<file path="src/design/lbf_pkg.sv">
// Shared types and constants of the load block framer.
package lbf_pkg;

    // One bit per kind of output byte, in the order the bytes leave the block.
    localparam int KIND_W = 10;
    localparam int K_SIG  = 0;
    localparam int K_LEN  = 1;
    localparam int K_ALO  = 2;
    localparam int K_AHI  = 3;
    localparam int K_DATA = 4;
    localparam int K_SUM  = 5;
    localparam int K_MRK1 = 6;
    localparam int K_MRK2 = 7;
    localparam int K_SLO  = 8;
    localparam int K_SHI  = 9;

    localparam logic [7:0] SIG_CMD   = 8'h01;
    localparam logic [7:0] SIG_TAPE  = 8'h3C;
    localparam logic [7:0] MARK_CMD  = 8'h02;
    localparam logic [7:0] MARK_TAPE = 8'h78;

    localparam logic [8:0]  BS_MIN       = 9'd10;
    localparam logic [8:0]  BS_MAX       = 9'd256;
    localparam logic [8:0]  CMD_OVERHEAD = 9'd2;
    localparam logic [7:0]  CMD_LEN_ADD  = 8'd2;
    localparam logic [16:0] TOTAL_MAX    = 17'd65536;

    localparam int QUEUE_DEPTH = 4;
    localparam int QPTR_W      = $clog2(QUEUE_DEPTH);

    typedef enum logic [1:0] {
        CFG_CMD_FORMAT   = 2'd0,
        CFG_BLOCK_SIZE   = 2'd1,
        CFG_LOAD_ADDRESS = 2'd2,
        CFG_TOTAL_LENGTH = 2'd3
    } cfg_index_t;

    // Everything the back end needs to emit the bytes caused by one program byte.
    typedef struct packed {
        logic [KIND_W-1:0] kinds;
        logic              cmd;
        logic [7:0]        len;
        logic [15:0]       addr;
        logic [7:0]        data;
        logic [7:0]        sum;
        logic [15:0]       start_addr;
    } job_t;

endpackage

</file>
<file path="src/design/lbf_front.sv">
// Front end: configuration registers, file position tracking and job building.
module lbf_front
    import lbf_pkg::*;
(
    input  logic        clk,
    input  logic        rst_n,
    input  logic        cfg_valid,
    output logic        cfg_ready,
    input  logic [1:0]  cfg_index,
    input  logic [16:0] cfg_data,
    input  logic        push,
    input  logic [7:0]  data_byte,
    input  logic        q_full,
    output logic        q_wr,
    output job_t        q_job
);

    logic        cmd_reg;
    logic [8:0]  block_size_reg;
    logic [15:0] load_address_reg;
    logic [16:0] total_length_reg;

    logic [15:0] byte_index_reg, byte_index_next;
    logic [8:0]  block_fill_reg, block_fill_next;
    logic [7:0]  running_sum_reg, running_sum_next;

    logic [8:0]  bs;
    logic [8:0]  eff;
    logic [16:0] total;
    logic [16:0] idx_ext;
    logic        last;
    logic        hdr;
    logic [15:0] addr;
    logic [16:0] remaining;
    logic        partial;
    logic [7:0]  len;
    logic [7:0]  sum_base;
    logic [7:0]  sum_new;
    logic [8:0]  fill_inc;
    logic        closed;
    logic        accept;

    assign cfg_ready = 1'b1;
    assign accept    = push && !q_full;

    always_ff @(posedge clk or negedge rst_n)
    begin
        if (!rst_n)
        begin
            cmd_reg          <= 1'b0;
            block_size_reg   <= BS_MAX;
            load_address_reg <= '0;
            total_length_reg <= 17'd1;
        end
        else if (cfg_valid)
        begin
            unique case (cfg_index_t'(cfg_index))
                CFG_CMD_FORMAT:   cmd_reg          <= cfg_data[0];
                CFG_BLOCK_SIZE:   block_size_reg   <= cfg_data[8:0];
                CFG_LOAD_ADDRESS: load_address_reg <= cfg_data[15:0];
                CFG_TOTAL_LENGTH: total_length_reg <= cfg_data;
            endcase
        end
    end

    always_comb
    begin
        if (block_size_reg < BS_MIN)
            bs = BS_MIN;
        else if (block_size_reg > BS_MAX)
            bs = BS_MAX;
        else
            bs = block_size_reg;

        if (total_length_reg == 17'd0)
            total = 17'd1;
        else if (total_length_reg > TOTAL_MAX)
            total = TOTAL_MAX;
        else
            total = total_length_reg;

        eff     = cmd_reg ? (bs - CMD_OVERHEAD) : bs;
        idx_ext = {1'b0, byte_index_reg};
        last    = (idx_ext + 17'd1) >= total;
        hdr     = (block_fill_reg == 9'd0);
        addr    = load_address_reg + byte_index_reg;

        remaining = (total > idx_ext) ? (total - idx_ext) : 17'd1;
        partial   = remaining < {8'b0, eff};
        // A partial block is shorter than 256, so its count fits in one byte.
        if (partial)
            len = cmd_reg ? (remaining[7:0] + CMD_LEN_ADD) : remaining[7:0];
        else
            len = bs[7:0];

        sum_base = hdr ? (addr[7:0] + addr[15:8]) : running_sum_reg;
        sum_new  = sum_base + data_byte;
        fill_inc = block_fill_reg + 9'd1;
        closed   = fill_inc >= eff;

        q_job.kinds          = '0;
        q_job.kinds[K_SIG]   = hdr;
        q_job.kinds[K_LEN]   = hdr;
        q_job.kinds[K_ALO]   = hdr;
        q_job.kinds[K_AHI]   = hdr;
        q_job.kinds[K_DATA]  = 1'b1;
        // In tape mode a checksum follows a closed block, or the open one at end of file.
        q_job.kinds[K_SUM]   = !cmd_reg && (closed || last);
        q_job.kinds[K_MRK1]  = last;
        q_job.kinds[K_MRK2]  = last && cmd_reg;
        q_job.kinds[K_SLO]   = last;
        q_job.kinds[K_SHI]   = last;
        q_job.cmd            = cmd_reg;
        q_job.len            = len;
        q_job.addr           = addr;
        q_job.data           = data_byte;
        q_job.sum            = sum_new;
        q_job.start_addr     = load_address_reg;
        q_wr                 = accept;

        if (last)
        begin
            byte_index_next  = '0;
            block_fill_next  = '0;
            running_sum_next = '0;
        end
        else
        begin
            byte_index_next  = byte_index_reg + 16'd1;
            block_fill_next  = closed ? 9'd0 : fill_inc;
            running_sum_next = sum_new;
        end
    end

    always_ff @(posedge clk or negedge rst_n)
    begin
        if (!rst_n)
        begin
            byte_index_reg  <= '0;
            block_fill_reg  <= '0;
            running_sum_reg <= '0;
        end
        else if (accept)
        begin
            byte_index_reg  <= byte_index_next;
            block_fill_reg  <= block_fill_next;
            running_sum_reg <= running_sum_next;
        end
    end

endmodule

</file>
<file path="src/design/lbf_queue.sv">
// Short job queue between the front end and the byte emitter.
module lbf_queue
    import lbf_pkg::*;
(
    input  logic clk,
    input  logic rst_n,
    input  logic wr,
    input  job_t wr_job,
    output logic full,
    input  logic rd,
    output logic head_valid,
    output job_t head_job
);

    job_t              mem [QUEUE_DEPTH];
    logic [QPTR_W-1:0] wr_ptr_reg, rd_ptr_reg;
    logic [QPTR_W:0]   count_reg, count_next;
    logic              do_wr, do_rd;

    assign full       = (count_reg == (QPTR_W+1)'(QUEUE_DEPTH));
    assign head_valid = (count_reg != '0);
    assign head_job   = mem[rd_ptr_reg];
    assign do_wr      = wr && !full;
    assign do_rd      = rd && head_valid;

    always_comb
    begin
        count_next = count_reg;
        if (do_wr && !do_rd)
            count_next = count_reg + (QPTR_W+1)'(1);
        else if (do_rd && !do_wr)
            count_next = count_reg - (QPTR_W+1)'(1);
    end

    always_ff @(posedge clk)
    begin
        if (do_wr)
            mem[wr_ptr_reg] <= wr_job;
    end

    always_ff @(posedge clk or negedge rst_n)
    begin
        if (!rst_n)
        begin
            wr_ptr_reg <= '0;
            rd_ptr_reg <= '0;
            count_reg  <= '0;
        end
        else
        begin
            if (do_wr)
                wr_ptr_reg <= wr_ptr_reg + QPTR_W'(1);
            if (do_rd)
                rd_ptr_reg <= rd_ptr_reg + QPTR_W'(1);
            count_reg <= count_next;
        end
    end

endmodule

</file>
<file path="src/design/lbf_back.sv">
// Back end: walks the byte kinds of each job and feeds the output register.
module lbf_back
    import lbf_pkg::*;
(
    input  logic       clk,
    input  logic       rst_n,
    input  logic       q_valid,
    input  job_t       q_head,
    output logic       q_rd,
    output logic       empty,
    input  logic       pop,
    output logic [7:0] out_byte,
    output logic       run_last,
    output logic       file_done
);

    job_t              cur_job_reg, cur_job_next;
    logic [KIND_W-1:0] mask_reg, mask_next;
    logic              out_valid_reg;
    logic [7:0]        out_byte_reg;
    logic              run_last_reg;
    logic              file_done_reg;

    logic              load_ok;
    logic              active;
    logic              emit;
    logic [KIND_W-1:0] low;
    logic [KIND_W-1:0] mask_rest;
    logic              take;
    logic [7:0]        sel_byte;

    assign load_ok   = !out_valid_reg || pop;
    assign active    = (mask_reg != '0);
    assign emit      = active && load_ok;
    assign low       = mask_reg & (~mask_reg + KIND_W'(1));
    assign mask_rest = mask_reg & ~low;
    // The next job moves in when the current one is gone or leaves its final beat now.
    assign take      = q_valid && (!active || (emit && (mask_rest == '0)));
    assign q_rd      = take;

    always_comb
    begin
        priority case (1'b1)
            mask_reg[K_SIG]:  sel_byte = cur_job_reg.cmd ? SIG_CMD : SIG_TAPE;
            mask_reg[K_LEN]:  sel_byte = cur_job_reg.len;
            mask_reg[K_ALO]:  sel_byte = cur_job_reg.addr[7:0];
            mask_reg[K_AHI]:  sel_byte = cur_job_reg.addr[15:8];
            mask_reg[K_DATA]: sel_byte = cur_job_reg.data;
            mask_reg[K_SUM]:  sel_byte = cur_job_reg.sum;
            mask_reg[K_MRK1]: sel_byte = cur_job_reg.cmd ? MARK_CMD : MARK_TAPE;
            mask_reg[K_MRK2]: sel_byte = MARK_CMD;
            mask_reg[K_SLO]:  sel_byte = cur_job_reg.start_addr[7:0];
            default:          sel_byte = cur_job_reg.start_addr[15:8];
        endcase

        mask_next    = mask_reg;
        cur_job_next = cur_job_reg;
        if (take)
        begin
            mask_next    = q_head.kinds;
            cur_job_next = q_head;
        end
        else if (emit)
        begin
            mask_next = mask_rest;
        end
    end

    always_ff @(posedge clk or negedge rst_n)
    begin
        if (!rst_n)
        begin
            mask_reg      <= '0;
            out_valid_reg <= 1'b0;
        end
        else
        begin
            mask_reg <= mask_next;
            if (emit)
                out_valid_reg <= 1'b1;
            else if (pop)
                out_valid_reg <= 1'b0;
        end
    end

    always_ff @(posedge clk)
    begin
        cur_job_reg <= cur_job_next;
        if (emit)
        begin
            out_byte_reg  <= sel_byte;
            run_last_reg  <= (mask_rest == '0);
            file_done_reg <= low[K_SHI];
        end
    end

    assign empty     = !out_valid_reg;
    assign out_byte  = out_byte_reg;
    assign run_last  = run_last_reg;
    assign file_done = file_done_reg;

endmodule

</file>
<file path="src/design/load_block_framer_top.sv">
// Load block framer: an item taken by an idle block goes through the job queue and the
// job register of the byte emitter into the output register. An item causes 1 to 9 result
// beats; the byte emitter sends one beat per cycle while the output is popped. Items are taken
// one per cycle while the 4-job queue has room, so the sustained rate is set by the emitter:
// one item per cycle on data-only stretches, less where header, checksum or trailer beats come.
// Reset (asynchronous, active low) empties the queue and output register, sets the registers
// to tape mode, block size 256, address 0, length 1, and starts a new file.
module load_block_framer_top
    import lbf_pkg::*;
(
    input  logic        clk,
    input  logic        rst_n,
    input  logic        cfg_valid,
    output logic        cfg_ready,
    input  logic [1:0]  cfg_index,
    input  logic [16:0] cfg_data,
    input  logic        push,
    output logic        full,
    input  logic [7:0]  data_byte,
    output logic        empty,
    input  logic        pop,
    output logic [7:0]  out_byte,
    output logic        run_last,
    output logic        file_done
);

    logic q_wr;
    job_t q_wr_job;
    logic q_full;
    logic q_rd;
    logic q_valid;
    job_t q_head;

    assign full = q_full;

    lbf_front u_front (
        .clk       (clk),
        .rst_n     (rst_n),
        .cfg_valid (cfg_valid),
        .cfg_ready (cfg_ready),
        .cfg_index (cfg_index),
        .cfg_data  (cfg_data),
        .push      (push),
        .data_byte (data_byte),
        .q_full    (q_full),
        .q_wr      (q_wr),
        .q_job     (q_wr_job)
    );

    lbf_queue u_queue (
        .clk        (clk),
        .rst_n      (rst_n),
        .wr         (q_wr),
        .wr_job     (q_wr_job),
        .full       (q_full),
        .rd         (q_rd),
        .head_valid (q_valid),
        .head_job   (q_head)
    );

    lbf_back u_back (
        .clk       (clk),
        .rst_n     (rst_n),
        .q_valid   (q_valid),
        .q_head    (q_head),
        .q_rd      (q_rd),
        .empty     (empty),
        .pop       (pop),
        .out_byte  (out_byte),
        .run_last  (run_last),
        .file_done (file_done)
    );

endmodule

</file>
<file path="config.mk">
export PLATFORM = sky130hd
export DESIGN_NAME = load_block_framer_top
export DESIGN_NICKNAME = d
export VERILOG_FILES = /design/src/design/lbf_pkg.sv /design/src/design/lbf_front.sv /design/src/design/lbf_queue.sv /design/src/design/lbf_back.sv /design/src/design/load_block_framer_top.sv
export SDC_FILE = /design/constraint.sdc
export NUM_CORES = 1
export LEC_CHECK = 0
export BUFFER_PORTS_ARGS = -buffer_cell sky130_fd_sc_hd__buf_2
export CORE_ASPECT_RATIO = 1.1
export CORE_MARGIN = 1.5
export CORE_UTILIZATION = 55
export CTS_CLUSTER_DIAMETER = 60
export CTS_CLUSTER_SIZE = 30
export DETAILED_ROUTE_END_ITERATION = 8
export GPL_TIMING_DRIVEN = 0
export HOLD_SLACK_MARGIN = 0.02
export PLACE_DENSITY = 0.8
export SKIP_CTS_REPAIR_TIMING = 1
export SLEW_MARGIN = 20
export SYNTH_ARGS = -nofsm -noshare
export SYNTH_HDL_FRONTEND = slang
export SYNTH_SLANG_ARGS = --single-unit
</file>
<file path="constraint.sdc">
create_clock -name clk -period 15.15 [get_ports clk]
set_input_delay 3.03 -clock clk [delete_from_list [all_inputs] [get_ports clk]]
set_output_delay 3.03 -clock clk [all_outputs]
set_load 0.1 [all_outputs]
</file>
==> impl_summary.log <==
[metrics] post-placement cell area: 20100 sq um
[metrics] detailed route wirelength on metal3: 2270 um
[metrics] Yosys warning count: 0
[metrics] part of the Yosys area used for sequential elements: 0.609
[metrics] hold violation count in the final report: 0
[metrics] leading cell type by number of instances after synthesis: sky130_fd_sc_hd__edfxtp_1
[metrics] worst endpoint data arrival time: 6.98 ns
[metrics] number of vias in the routed layout: 11670
[metrics] FF+latch count, synth: ~410
[metrics] first drt pass iteration count: 5
[metrics] mean instance size in the synthesized netlist: 14.1 sq um
[metrics] worst min-delay path category: reg -> reg
[metrics] fin. max-slew vios: 0
[metrics] sort of element at the start of the critical path: flop
[metrics] Top Metal Used: met4
[metrics] row cnt: 71
[metrics] synth-to-layout area growth: 10.5%
[metrics] Synth top cells by count: 311 x sky130_fd_sc_hd__edfxtp_1, 108 x sky130_fd_sc_hd__nand2_1, 92 x sky130_fd_sc_hd__dfrtp_1, 88 x sky130_fd_sc_hd__ha_1, 77 x sky130_fd_sc_hd__o21ai_0
[metrics] sinks on the clock net: 405
[metrics] area enclosed by the die boundary: about 36000 sq um
[metrics] Required @ worst endpoint: 15.44 ns
[metrics] critical path start-end classification: reg -> reg
[metrics] Routed WL: roughly 44000 um
[metrics] antenna cells: 0
[metrics] # IOs: 45
[metrics] VDD IR max: ~0.00013 V
[metrics] deepest level of the CTS H-tree: 1
[metrics] M1 wire length: 17500 um
[metrics] Inserted Clock Buffers: 29
[metrics] post-synthesis net count: 1490
[metrics] overall track demand over capacity in global routing: 0.248
[metrics] Worst-Skew Late Latency: 0.58 ns
[metrics] gp weighted congestion: between 0.9 and 1
[metrics] total power divided by cell area: 241 nW/um^2
[metrics] main area contributors after synthesis: sky130_fd_sc_hd__edfxtp_1 49%, sky130_fd_sc_hd__dfrtp_1 12%, sky130_fd_sc_hd__mux4_2 7.2%, sky130_fd_sc_hd__ha_1 5.7%, sky130_fd_sc_hd__mux2_2 2.7%
[metrics] Mapped Cells: 1365
[metrics] share of flip-flops with an asynchronous set or reset: 0.232
[metrics] overall power consumption: 0.00511 W
[metrics] Setup crit end kind: flop
[metrics] Min Clock Period, post-route: ~6.7 ns
[metrics] CTS clk-pin slew, worst paths: 0.09 ns
[metrics] commonest register cell after synthesis: sky130_fd_sc_hd__edfxtp_1
[metrics] Static Leak: about 8.0 nW
[metrics] largest driver fanout on the critical path: 10
[metrics] Netlist Area Pre-Place: approximately 19000 sq um
[metrics] number of flops mapped to enable cells by yosys: 311
[metrics] number of nets in the layout: 1570
[metrics] worst-margin pin slew: 1.05 ns
[metrics] number of port buffers: 43
[metrics] post-route setup TNS: 0 ns
[metrics] vertical die dimension: 199 um
[metrics] end-of-flow core utilization: 0.618
[metrics] final standard cell count with taps included and fillers excluded: roughly 1900
[metrics] Met2 Routed Length: 21800 um
[metrics] via/cell ratio: 6.13
[metrics] clock skew: approximately 0.018 ns
[metrics] global-route wire length before repair: 67100 um
[metrics] pin count of the biggest net entering global routing: 73
[metrics] Remaining Overflow, GRT: 0
[metrics] max reg flops: 244
[metrics] number of fillers in the final layout: 2552
[metrics] result of the run: finished clean
[metrics] total of max-cap violations: 0
[metrics] Post-DRT Antenna Nets: 0
[metrics] Die X: ~180 um
[metrics] Final period util: 0.442
[metrics] vias in the first global route: roughly 12000
[metrics] setup violators final: 0
[metrics] clock tree from TritonCTS: done
[metrics] wire length per cell: around 23 um
[metrics] Placed Cells incl. Taps: 1852
[metrics] post-detailed-placement half-perimeter wirelength: 31400 um
[metrics] Clock Root Buffer: sky130_fd_sc_hd__clkbuf_16
[metrics] initial core utilization: 0.560
[metrics] top cell type by total area after synthesis: sky130_fd_sc_hd__edfxtp_1
[metrics] floorplan core area: 34300 sq um
[metrics] area share of the largest cell type after synthesis: 0.487
[metrics] Remaining DRCs: 0
[metrics] drt initial violations: 1143
[metrics] worst-case clock buffer depth: 3
[metrics] RSZ-0062 raised after global routing: no
[metrics] layout cells sized above 1: 0.155
[metrics] number of antenna violations at the first check in global routing: 1
[metrics] Achievable Freq: ~150 MHz
[metrics] depth of the worst hold-timing path: 2
[metrics] Slew HR: 0.301
[metrics] Worst Reg-to-Reg Cells: 21
[metrics] distinct cell type count after synthesis: 69
[metrics] final instance area: roughly 21000 sq um
-- stage by stage --
| step | hold WS, ns | worst slack [ns] |
|---|---|---|
| 2_1_floorplan | 0.450 | 9.44 |
| 3_3_place_gp | 0.463 | 7.79 |
| 3_5_place_dp | 0.471 | 8.69 |
| 4_1_cts | 0.490 | 8.63 |
| 5_1_grt | 0.526 | 8.03 |
| 6_report | 0.491 | 8.46 |
-- layout make-up --
type / instances / area (sq um) / area share
Timing Repair Buffer: 49 / 379 / 0.0179
Buffer: 42 / 161 / 0.00761
Sequential cell: 405 / 11700 / 0.552
Clock inverter: 23 / 330 / 0.0156
Clock buffer: 30 / 729 / 0.0344
Multi-Input combinational cell: 855 / 7120 / 0.336
Tap cell: 438 / 548 / 0.0258
Inverter: 63 / 239 / 0.0113
-- power by group --
part	total [W]	internal (W)	leakage (nW)	switching, W
sequential	0.00194	0.00177	4.03	0.000174
clock	0.000852	0.000419	0.513	0.000433
combinational	0.00232	0.000875	3.45	0.00144
total	0.00511	0.00306	7.99	0.00205
-- cell usage in the layout (no fill, tap or decap), drive strengths merged, types with 27 or more instances in the layout --
cell type,Yosys,final
a21o,27,27
mux2,46,46
nand3,37,37
nand2,108,108
ha,88,88
o21ai,77,77
nor2,60,60
inv,60,72
edfxtp,311,311
xnor2,54,54
dfrtp,92,92
clkbuf,36,66
a21oi,44,44
mux4,61,61
buf,6,55
-- cells by family after synthesis --
logic type,share of synthesized area
AOI/OAI and AO/OA,0.0792
xor gates and xnor gates,0.0347
adders and majority gates,0.0636
buffers and inverters,0.0207
DFF,0.609
muxes,0.112
other,0.000195
and+or+nand+nor,0.0802
-- final timing paths --
check                      slack [ns]                        start                           to
hold reg to reg                  0.49   u_front.running_sum_reg[5]   u_front.running_sum_reg[5]
min in group asynchronous        2.31                        rst_n         u_queue.count_reg[2]
setup / recovery                 8.46  u_front.total_length_reg[8]           u_queue.mem[3][53]
hold / removal                   0.49   u_front.running_sum_reg[5]   u_front.running_sum_reg[5]
setup reg to reg                 8.46  u_front.total_length_reg[8]           u_queue.mem[3][53]
max in group asynchronous       12.13                        rst_n  u_front.total_length_reg[0]
-- worst max-delay path, stage by stage (launching register included) --
cell                       delay (ns)
sky130_fd_sc_hd__dfrtp_1         0.43
sky130_fd_sc_hd__nor4_1          0.62
sky130_fd_sc_hd__nand4_1         0.20
sky130_fd_sc_hd__nand2_1         0.35
sky130_fd_sc_hd__nand2_1         0.16
sky130_fd_sc_hd__inv_1           0.08
sky130_fd_sc_hd__ha_1            0.28
sky130_fd_sc_hd__a21o_1          0.20
sky130_fd_sc_hd__a21o_1          0.19
sky130_fd_sc_hd__a21o_1          0.22
sky130_fd_sc_hd__a311oi_1        0.43
sky130_fd_sc_hd__o21a_1          0.22
sky130_fd_sc_hd__clkbuf_1        0.40
sky130_fd_sc_hd__nor2_1          0.17
sky130_fd_sc_hd__ha_1            0.33
sky130_fd_sc_hd__nand3_1         0.10
sky130_fd_sc_hd__nor2_1          0.07
sky130_fd_sc_hd__a31oi_1         0.29
sky130_fd_sc_hd__and3_1          0.20
sky130_fd_sc_hd__a41oi_1         0.26
sky130_fd_sc_hd__nor3_4          0.56
sky130_fd_sc_hd__mux2i_1         0.65
-- per-layer routing --
| layer | GRT usage | vias up |
|---|---|---|
| li1 | - | 5343 |
| met1 | 0.313 | 5838 |
| met2 | 0.430 | 379 |
| met3 | 0.0300 | 110 |
| met4 | 0.116 | 0 |
| met5 | 0 | - |
Power figures use the tool's default switching activity.
